`src/rtl/core/wspg_pkg.sv`:
```
// ----------------------------------------------------------------------------
// wspg_pkg
// Shared types, constants and helpers for the wheel speed P governor.
// ----------------------------------------------------------------------------
`default_nettype none

package wspg_pkg;

    // Item kinds carried on tuser
    localparam logic [1:0] FUNC_SETPOINT = 2'd0;
    localparam logic [1:0] FUNC_LEFT     = 2'd1;
    localparam logic [1:0] FUNC_RIGHT    = 2'd2;

    // Register index of the proportional gain
    localparam logic REG_KP = 1'b0;

    // Command limit, +-14 in Q8.8
    localparam int SPEED_LIMIT = 3584;

    // Frames without correction after a zero setpoint
    localparam logic [2:0] SETTLE_FRAMES = 3'd5;
    localparam logic [2:0] SETTLE_MAX    = 3'd7;

    // Speed scale 31250 * 256 = 15625 * 2^9
    localparam int SCALE_ODD   = 15625;
    localparam int SCALE_SHIFT = 9;

    // Divider geometry
    localparam int DSUM_W  = 33;
    localparam int PROD_W  = DSUM_W + 14;
    localparam int REM_W   = PROD_W + SCALE_SHIFT;
    localparam int QUO_W   = 15;
    localparam logic [QUO_W-1:0] MAG_MAX = {QUO_W{1'b1}};

    typedef enum logic [2:0] {
        ST_IDLE,
        ST_DIV_WAIT,
        ST_GAIN,
        ST_CORR,
        ST_OUT
    } gov_state_t;

    typedef enum logic [1:0] {
        DV_IDLE,
        DV_MUL,
        DV_STEP
    } div_state_t;

    typedef struct packed {
        logic             done;
        logic [QUO_W-1:0] mag;
    } div_rsp_t;

    // Saturate an 18-bit signed value to 16 bits
    function automatic logic signed [15:0] sat16_18(input logic signed [17:0] v);
        logic signed [15:0] r;
        if (v > 18'sd32767) begin
            r = 16'sh7FFF;
        end else if (v < -18'sd32768) begin
            r = 16'sh8000;
        end else begin
            r = v[15:0];
        end
        return r;
    endfunction

    // Saturate a 25-bit signed value to 16 bits
    function automatic logic signed [15:0] sat16_25(input logic signed [24:0] v);
        logic signed [15:0] r;
        if (v > 25'sd32767) begin
            r = 16'sh7FFF;
        end else if (v < -25'sd32768) begin
            r = 16'sh8000;
        end else begin
            r = v[15:0];
        end
        return r;
    endfunction

    // Clamp a 17-bit signed value to the command range
    function automatic logic signed [12:0] clamp_cmd(input logic signed [16:0] v);
        logic signed [12:0] r;
        if (v > 17'(SPEED_LIMIT)) begin
            r = 13'(SPEED_LIMIT);
        end else if (v < -17'(SPEED_LIMIT)) begin
            r = -13'(SPEED_LIMIT);
        end else begin
            r = v[12:0];
        end
        return r;
    endfunction

endpackage

`default_nettype wire

```
`src/rtl/core/wspg_div.sv`:
```
// ----------------------------------------------------------------------------
// wspg_div
// Measured speed magnitude: min(floor(dsum * 8000000 / dt), 32767), one
// scaling multiply then a shared subtract unit stepped one quotient bit a cycle.
// ----------------------------------------------------------------------------
`default_nettype none

module wspg_div (
    input  wire logic                         aclk,
    input  wire logic                         aresetn,
    input  wire logic                         start,
    input  wire logic [wspg_pkg::DSUM_W-1:0]  dsum,
    input  wire logic [31:0]                  dt,
    output wspg_pkg::div_rsp_t                rsp
);
    import wspg_pkg::*;

    div_state_t        dv_state_reg, dv_state_next;
    logic [3:0]        cnt_reg, cnt_next;
    logic [REM_W-1:0]  rem_reg, rem_next;
    logic [REM_W-1:0]  dvs_reg, dvs_next;
    logic [QUO_W-1:0]  quo_reg, quo_next;
    logic [DSUM_W-1:0] dsum_reg, dsum_next;
    logic [31:0]       dt_reg, dt_next;
    logic              done_reg, done_next;

    logic [PROD_W-1:0] scaled;
    logic [REM_W:0]    diff;
    logic              ge;

    // Scaling multiply and shared subtract unit
    assign scaled = PROD_W'(dsum_reg) * PROD_W'(SCALE_ODD);
    assign diff   = {1'b0, rem_reg} - {1'b0, dvs_reg};
    assign ge     = ~diff[REM_W];

    // Next state
    always_comb begin
        dv_state_next = dv_state_reg;
        case (dv_state_reg)
            DV_IDLE: begin
                if (start) dv_state_next = DV_MUL;
            end
            DV_MUL:  dv_state_next = DV_STEP;
            DV_STEP: begin
                if ((cnt_reg == 4'd15 && ge) || cnt_reg == 4'd0) dv_state_next = DV_IDLE;
            end
            default: dv_state_next = DV_IDLE;
        endcase
    end

    // Datapath
    always_comb begin
        cnt_next  = cnt_reg;
        rem_next  = rem_reg;
        dvs_next  = dvs_reg;
        quo_next  = quo_reg;
        dsum_next = dsum_reg;
        dt_next   = dt_reg;
        done_next = 1'b0;
        case (dv_state_reg)
            DV_IDLE: begin
                if (start) begin
                    dsum_next = dsum;
                    dt_next   = dt;
                end
            end
            DV_MUL: begin
                // Load dividend and divisor, the divisor aligned to the overflow bit above the top quotient bit
                rem_next = {scaled, {SCALE_SHIFT{1'b0}}};
                dvs_next = REM_W'({dt_reg, 15'b0});
                quo_next = '0;
                cnt_next = 4'd15;
            end
            DV_STEP: begin
                if (cnt_reg == 4'd15) begin
                    // Top bit set means the quotient overflows the magnitude range
                    if (ge) begin
                        quo_next  = MAG_MAX;
                        done_next = 1'b1;
                    end
                end else begin
                    if (ge) rem_next = diff[REM_W-1:0];
                    quo_next = {quo_reg[QUO_W-2:0], ge};
                    if (cnt_reg == 4'd0) done_next = 1'b1;
                end
                dvs_next = dvs_reg >> 1;
                cnt_next = cnt_reg - 4'd1;
            end
            default: ;
        endcase
    end

    always_ff @(posedge aclk) begin
        if (!aresetn) begin
            dv_state_reg <= DV_IDLE;
            done_reg     <= 1'b0;
        end else begin
            dv_state_reg <= dv_state_next;
            done_reg     <= done_next;
        end
        cnt_reg  <= cnt_next;
        rem_reg  <= rem_next;
        dvs_reg  <= dvs_next;
        quo_reg  <= quo_next;
        dsum_reg <= dsum_next;
        dt_reg   <= dt_next;
    end

    assign rsp.done = done_reg;
    assign rsp.mag  = quo_reg;

    // Checks
    a_start_idle: assert property (@(posedge aclk) disable iff (!aresetn)
        start |-> dv_state_reg == DV_IDLE) else $error("divider started while busy");
    a_done_pulse: assert property (@(posedge aclk) disable iff (!aresetn)
        rsp.done |=> !rsp.done) else $error("divider done longer than one cycle");
    a_step_run: assert property (@(posedge aclk) disable iff (!aresetn)
        dv_state_reg == DV_STEP && cnt_reg != 4'd15 && cnt_reg != 4'd0
        |=> dv_state_reg == DV_STEP) else $error("divider left early");
    a_done_idle: assert property (@(posedge aclk) disable iff (!aresetn)
        rsp.done |-> dv_state_reg == DV_IDLE) else $error("done while busy");

endmodule

`default_nettype wire

```
`src/rtl/core/wheel_speed_p_governor_core.sv`:
```
// ----------------------------------------------------------------------------
// wheel_speed_p_governor_core
// Proportional wheel speed governor: stores setpoint and left samples, and on
// each right sample emits a clamped Q8.8 speed command.
// ----------------------------------------------------------------------------
// Setpoint, left and unused items are taken in the idle state and leave the input ready.
// A right item goes straight to the output state when correction is skipped, and
// otherwise first passes multiply, 16 divide steps, gain and correction.
// The input is ready again once the result is registered; a right item whose result finds the
// previous one still waiting holds in its output state until that one is taken.
// Synchronous active-low reset clears the state, kp, stored samples, settle count and the output valid.
`default_nettype none

module wheel_speed_p_governor_core (
    input  wire logic        aclk,
    input  wire logic        aresetn,
    // Input channel
    input  wire logic        s_tvalid,
    output      logic        s_tready,
    input  wire logic [79:0] s_tdata,  // setpoint[15:0], tick_count[47:16], timestamp_us[79:48]
    input  wire logic [1:0]  s_tuser,  // func[1:0]
    // Result channel
    output      logic        m_tvalid,
    input  wire logic        m_tready,
    output      logic [15:0] m_tdata,  // speed_cmd[12:0], zero pad [15:13]
    // Configuration
    input  wire logic        psel,
    input  wire logic        penable,
    input  wire logic        pwrite,
    input  wire logic [2:0]  paddr,
    input  wire logic [31:0] pwdata,
    output      logic [31:0] prdata,
    output      logic        pready
);
    import wspg_pkg::*;

    gov_state_t         state_reg, state_next;
    logic [15:0]        kp_reg, kp_next;
    logic signed [15:0] sp_reg, sp_next;
    logic [31:0]        lticks_reg, lticks_next;
    logic [31:0]        ltime_reg, ltime_next;
    logic [31:0]        pl_ticks_reg, pl_ticks_next;
    logic [31:0]        pr_ticks_reg, pr_ticks_next;
    logic [31:0]        ptime_reg, ptime_next;
    logic [2:0]         settle_reg, settle_next;
    logic signed [12:0] cmd_reg, cmd_next;
    logic signed [32:0] prod_reg, prod_next;
    logic               mvalid_reg, mvalid_next;
    logic signed [12:0] mdata_reg, mdata_next;

    logic               in_acc;
    logic [1:0]         func;
    logic signed [15:0] in_sp;
    logic [31:0]        in_ticks, in_stamp;
    logic [32:0]        tsum;
    logic [31:0]        now, dt;
    logic [31:0]        dl, dr;
    logic [DSUM_W-1:0]  dsum;
    logic [2:0]         settle_eff;
    logic               skip, in_range, go_div;
    logic               div_start;
    div_rsp_t           div_rsp;
    logic signed [15:0] dev, corr;
    logic               cfg_wr;

    // Unpack the input item
    assign func     = s_tuser;
    assign in_sp    = s_tdata[15:0];
    assign in_ticks = s_tdata[47:16];
    assign in_stamp = s_tdata[79:48];
    assign s_tready = (state_reg == ST_IDLE);
    assign in_acc   = s_tvalid && s_tready;

    // Right sample front end
    assign tsum       = {1'b0, ltime_reg} + {1'b0, in_stamp};
    assign now        = tsum[32:1];
    assign dt         = now - ptime_reg;
    assign dl         = lticks_reg - pl_ticks_reg;
    assign dr         = in_ticks - pr_ticks_reg;
    assign dsum       = {1'b0, dl} + {1'b0, dr};
    assign settle_eff = (sp_reg == 16'sd0) ? 3'd0 : settle_reg;
    assign skip       = (settle_eff <= SETTLE_FRAMES) || (dt == 32'd0);
    assign in_range   = (sp_reg < 16'sd0) && (sp_reg >= -16'(SPEED_LIMIT));
    assign go_div     = in_acc && func == FUNC_RIGHT && !skip && in_range;
    assign div_start  = go_div;

    wspg_div u_div (
        .aclk    (aclk),
        .aresetn (aresetn),
        .start   (div_start),
        .dsum    (dsum),
        .dt      (dt),
        .rsp     (div_rsp)
    );

    // Gain and correction terms
    assign dev  = sat16_18(18'(sp_reg) + 18'($signed({3'b0, div_rsp.mag})));
    assign corr = sat16_25(prod_reg[32:8]);

    // Configuration port
    assign pready = 1'b1;
    assign cfg_wr = psel && penable && pwrite && pready && (paddr[2] == REG_KP);
    assign prdata = (paddr[2] == REG_KP) ? {16'b0, kp_reg} : 32'b0;

    // Next state
    always_comb begin
        state_next = state_reg;
        case (state_reg)
            ST_IDLE: begin
                if (in_acc && func == FUNC_RIGHT) state_next = go_div ? ST_DIV_WAIT : ST_OUT;
            end
            ST_DIV_WAIT: begin
                if (div_rsp.done) state_next = ST_GAIN;
            end
            ST_GAIN: state_next = ST_CORR;
            ST_CORR: state_next = ST_OUT;
            ST_OUT: begin
                if (!mvalid_reg || m_tready) state_next = ST_IDLE;
            end
            default: state_next = ST_IDLE;
        endcase
    end

    // Outputs and datapath
    always_comb begin
        kp_next       = cfg_wr ? pwdata[15:0] : kp_reg;
        sp_next       = sp_reg;
        lticks_next   = lticks_reg;
        ltime_next    = ltime_reg;
        pl_ticks_next = pl_ticks_reg;
        pr_ticks_next = pr_ticks_reg;
        ptime_next    = ptime_reg;
        settle_next   = settle_reg;
        cmd_next      = cmd_reg;
        prod_next     = prod_reg;
        mvalid_next   = mvalid_reg && !m_tready;
        mdata_next    = mdata_reg;
        case (state_reg)
            ST_IDLE: begin
                if (in_acc) begin
                    case (func)
                        FUNC_SETPOINT: sp_next = in_sp;
                        FUNC_LEFT: begin
                            lticks_next = in_ticks;
                            ltime_next  = in_stamp;
                        end
                        FUNC_RIGHT: begin
                            // Count settle frames, hold the uncorrected command
                            if (skip) begin
                                settle_next = (settle_eff < SETTLE_MAX) ?
                                              settle_eff + 3'd1 : SETTLE_MAX;
                            end else begin
                                settle_next = settle_eff;
                            end
                            cmd_next      = clamp_cmd(17'(sp_reg));
                            pl_ticks_next = lticks_reg;
                            pr_ticks_next = in_ticks;
                            ptime_next    = now;
                        end
                        default: ;
                    endcase
                end
            end
            ST_GAIN: prod_next = $signed({1'b0, kp_reg}) * dev;
            ST_CORR: cmd_next = clamp_cmd(17'(sp_reg) + 17'(corr));
            ST_OUT: begin
                if (!mvalid_reg || m_tready) begin
                    mvalid_next = 1'b1;
                    mdata_next  = cmd_reg;
                end
            end
            default: ;
        endcase
    end

    always_ff @(posedge aclk) begin
        if (!aresetn) begin
            state_reg    <= ST_IDLE;
            kp_reg       <= '0;
            sp_reg       <= '0;
            lticks_reg   <= '0;
            ltime_reg    <= '0;
            pl_ticks_reg <= '0;
            pr_ticks_reg <= '0;
            ptime_reg    <= '0;
            settle_reg   <= '0;
            mvalid_reg   <= 1'b0;
        end else begin
            state_reg    <= state_next;
            kp_reg       <= kp_next;
            sp_reg       <= sp_next;
            lticks_reg   <= lticks_next;
            ltime_reg    <= ltime_next;
            pl_ticks_reg <= pl_ticks_next;
            pr_ticks_reg <= pr_ticks_next;
            ptime_reg    <= ptime_next;
            settle_reg   <= settle_next;
            mvalid_reg   <= mvalid_next;
        end
        cmd_reg   <= cmd_next;
        prod_reg  <= prod_next;
        mdata_reg <= mdata_next;
    end

    assign m_tvalid = mvalid_reg;
    assign m_tdata  = {3'b0, mdata_reg};

    // Checks
    a_div_to_gain: assert property (@(posedge aclk) disable iff (!aresetn)
        state_reg == ST_DIV_WAIT && div_rsp.done |=> state_reg == ST_GAIN)
        else $error("divider result missed");
    a_cmd_range: assert property (@(posedge aclk) disable iff (!aresetn)
        m_tvalid |-> ($signed(m_tdata[12:0]) <= 13'sd3584 &&
                      $signed(m_tdata[12:0]) >= -13'sd3584 && m_tdata[15:13] == 3'b0))
        else $error("command out of range");
    a_no_result: assert property (@(posedge aclk) disable iff (!aresetn)
        in_acc && func != FUNC_RIGHT |=> state_reg == ST_IDLE)
        else $error("non-right item started work");
    a_out_source: assert property (@(posedge aclk) disable iff (!aresetn)
        $rose(m_tvalid) |-> $past(state_reg == ST_OUT))
        else $error("result raised outside output state");

endmodule

`default_nettype wire
```
`config.mk`:
```
export PLATFORM = sky130hd
export DESIGN_NAME = wheel_speed_p_governor_core
export DESIGN_NICKNAME = d
export VERILOG_FILES = /design/src/rtl/core/wspg_pkg.sv /design/src/rtl/core/wspg_div.sv /design/src/rtl/core/wheel_speed_p_governor_core.sv
export SDC_FILE = /design/constraint.sdc
export NUM_CORES = 2
export LEC_CHECK = 0
export BUFFER_PORTS_ARGS = -buffer_cell sky130_fd_sc_hd__buf_4
export CAP_MARGIN = 20
export CORE_UTILIZATION = 40
export CTS_BUF_LIST = sky130_fd_sc_hd__clkbuf_4 sky130_fd_sc_hd__clkbuf_8
export CTS_CLUSTER_SIZE = 20
export DETAILED_ROUTE_END_ITERATION = 10
export PLACE_DENSITY = 0.6
export SYNTH_ARGS = -nofsm -noshare
export SYNTH_HDL_FRONTEND = slang
export SYNTH_HIERARCHICAL = 1
export SYNTH_SLANG_ARGS = --single-unit
```
`constraint.sdc`:
```
create_clock -name aclk -period 12.7 [get_ports aclk]
set_input_delay 0.635 -clock aclk [delete_from_list [all_inputs] [get_ports aclk]]
set_output_delay 0.635 -clock aclk [all_outputs]
set_load 0.005 [all_outputs]
```
==> results.yml <==
grt:
  grt_max_degree: 81
  overflow: 0
  grt_pass1_vias: 34000
  grt_pass1_wl_um: 179000
  grt_use_total_pct: 19.6
  antenna_found_initial: 3
floorplan:
  placementRows: 122
  die_h_um: 336
  coreArea_um2: 111000
  start_util_pct: 40.3
  ioPinCount: 175
  dieArea_um2: 113000
  die_w_um: 336
worst_setup_path:
  start_kind: "flip-flop"
  critPathSlowestCell: "a211oi_1"
  critPathMaxFanout: 16
  cp_top_family: "adder cells"
  worst_setup_path_end_kind: "flip-flop"
  max_stage_delay_ps: 800
  crit_top_cell: "fa_1"
  critical_path_class: "reg -> reg"
  r2r_start: "sp_reg[0]$_SDFFE_PN0P_"
  critical_path_buf_inv_count: 4
  critPathRequiredTime_ps: 13150
  cp-startpoint: "sp_reg[0]$_SDFFE_PN0P_"
  arrival_ps: 10720
placement:
  place_area_um2: 47100
  pre_cts_ws_ps: 2530
  dp_hpwl_um: 85300
  buffer_ports.inserted: 136
  gp_congestion: 0.890
sta:
  fmax_mhz: 97.4
  finalMaxSlewViolations: 0
  worst_slack_ps: 2440
  tns_ps: 0
  hold_viol: 0
  slew_headroom_pct: 33.3
  timing.final.crit_period_ps: 10260
  clock_skew_ps: 52.3
  rsz0062_at_grt: "false"
  setup_viol: 0
  fin_crit_sh_pct: 80.8
  tightest_slew_ps: 1000
routing:
  wl_um: 109000
  drt_iter0_drc: 2110
  drc_errors: 0
  viasPerCell: 5.20
  wl_per_cell_um: 16.2
  ant_nets: 0
  first_pass_iters: 5
  via_count: 34900
clocking:
  clockBufferDepth: 3
  cts_resized: 0
  cts_tree: "done"
  clk_latency_ps: 750
  ctsHtreeMaxLevel: 3
  cts_setup_buffers: 0
  clock_sinks: 440
  hold_buffers: 0
  clk_pin_slew_ps: 70
  clockRootBuffer: "clkbuf_8"
  cts_buffers: 84
synthesis:
  synth_top_cell_area_share_pct: 16.0
  synth_cell_types: 105
  ys.flop_type: "edfxtp_1"
  synth_area_leaders: "edfxtp_1 16%, fa_1 15%, ha_1 15%, dfxtp_1 9.1%, inv_1 6.0%"
  ys.warnings.count: 6
  synth_edf_count: 238
  synth.yosys.seq_area_share_pct: 25.1
  ys_seq_elements: 440
  synth_top_area_cell: "edfxtp_1"
  syn_area_per_cell_um2: 8.83
  synthCells: 5050
  synthArstFlopShare_pct: 0
  syn_area_um2: 44600
flow_run:
  drv_cap: 0
final_layout:
  multi_input_area_um2: 30100
  syn_to_final_growth_pct: 9.76
  fin_nets: 6132
  largest_reg_flops: 56
  fill_cells: 11000
  final_layout_size_suffix_gt1_share_pct: 7.99
  final_common_cell: "inv_1"
  design_area_um2: 49000
  final_cell_mix: "708 x inv_1, 663 x nand2_1, 515 x ha_1, 444 x a21oi_1, 341 x fa_1"
  post-route-util_pct: 44.2
  ff_latch_area_um2: 11200
hold_path:
  worstHoldStart: "s_tdata[7]"
  hold_path.class: "in -> reg"
pwr:
  leakagePower_nw: 22.0
  ir_drop_v: 0.0000618
  powerDensity_nw_per_um2: 83.3
  post-layout-total-power_mw: 4.08
run_status:
  status: "completed"
-- cell type report --
| class | count | share of cell area (%) |
|---|---|---|
| antenna | 1 | 0.00511 |
| clock buffer | 110 | 2.89 |
| clock inverter | 45 | 0.810 |
| inverter | 710 | 5.45 |
| multi-input combinational | 3744 | 61.6 |
| sequential | 440 | 22.9 |
| tap | 1488 | 3.80 |
| timing repair buffer | 170 | 2.61 |
-- per-layer routing --
metal  part of all wire [%]  routed length [µm]  vias to the layer above  track usage (%)
met5                  0.012                  13                        -                0
met4                    1.3                1450                        2             4.30
met3                    4.7                5140                      104             2.63
met2                     44               47700                      669             30.6
met1                     50               54700                    16900             28.7
li1                       -                   -                    17300                -
-- stage by stage --
step | std cells | hold slack [ps]
after floorplan | 5068 | 400
after global placement | 6552 | 403
after detailed placement | 6552 | 405
after CTS | 6707 | 66.8
after global routing | 6708 | 104
final | 6708 | 143
-- Yosys cell counts (11+ instances only) --
| master | count |
|---|---|
| a211o_1 | 16 |
| edfxtp_1 | 238 |
| and2_1 | 72 |
| a21boi_0 | 11 |
| or4_1 | 13 |
| nand4_1 | 33 |
| inv_1 | 709 |
| buf_4 | 21 |
| mux2_2 | 38 |
| a21o_1 | 141 |
| nor2_1 | 261 |
| o21a_1 | 46 |
| nor2b_1 | 109 |
| fa_1 | 341 |
| nor3_1 | 65 |
| xor2_1 | 98 |
| clkbuf_1 | 133 |
| nand2b_1 | 40 |
| xnor2_1 | 165 |
| a21oi_1 | 444 |
| o21bai_1 | 33 |
| o31ai_1 | 16 |
| dfxtp_1 | 202 |
| nand2_1 | 663 |
| and3_1 | 41 |
| or2_2 | 13 |
| ha_1 | 517 |
| o211ai_1 | 16 |
| or3_1 | 19 |
| a211oi_1 | 33 |
| mux2i_1 | 25 |
| nand3_1 | 57 |
| a31oi_1 | 29 |
| o21ai_0 | 106 |
| buf_1 | 13 |
| o21ai_1 | 50 |
-- report_power, final --
| group | switching (mW) | leakage (nW) | internal [mW] |
|---|---|---|---|
| logic | 0.569 | 17.1 | 0.403 |
| clock network | 0.693 | 0.951 | 0.843 |
| registers | 0.0191 | 3.91 | 1.55 |
| total | 1.28 | 22.0 | 2.80 |
-- worst paths after layout --
check	to	slack, ps	depth (start not counted)
worst max-delay path	prod_reg[29]$_DFFE_PN_	2440	32
worst min-delay path	sp_reg[7]$_SDFFE_PN0P_	140	3
worst max register to register	prod_reg[29]$_DFFE_PN_	2440	32
worst min register to register	mdata_reg[1]$_DFFE_PP_	410	0
-- cell families (layout without fill, tap and decap cells) --
group	Yosys count	count (layout)	share of synthesized area [%]
DFF	440	440	25.1
and+or+nand+nor	1445	1445	15.0
adders and majority gates	858	858	29.8
buffers and inverters	884	1035	7.63
other	2	21	0.0168
AOI/OAI and AO/OA	1094	1094	15.7
xor gates and xnor gates	263	263	5.16
muxes	64	64	1.55
-- worst register-to-register path, delay by kind of cell, from the launching register on --
| kind | cells | cell delay [ps] |
|---|---|---|
| fa+ha+maj | 9 | 4040 |
| compound gates | 11 | 3250 |
| simple gates | 8 | 2060 |
| flops | 1 | 430 |
| buf+inv | 4 | 220 |
Power figures use the tool's default switching activity.
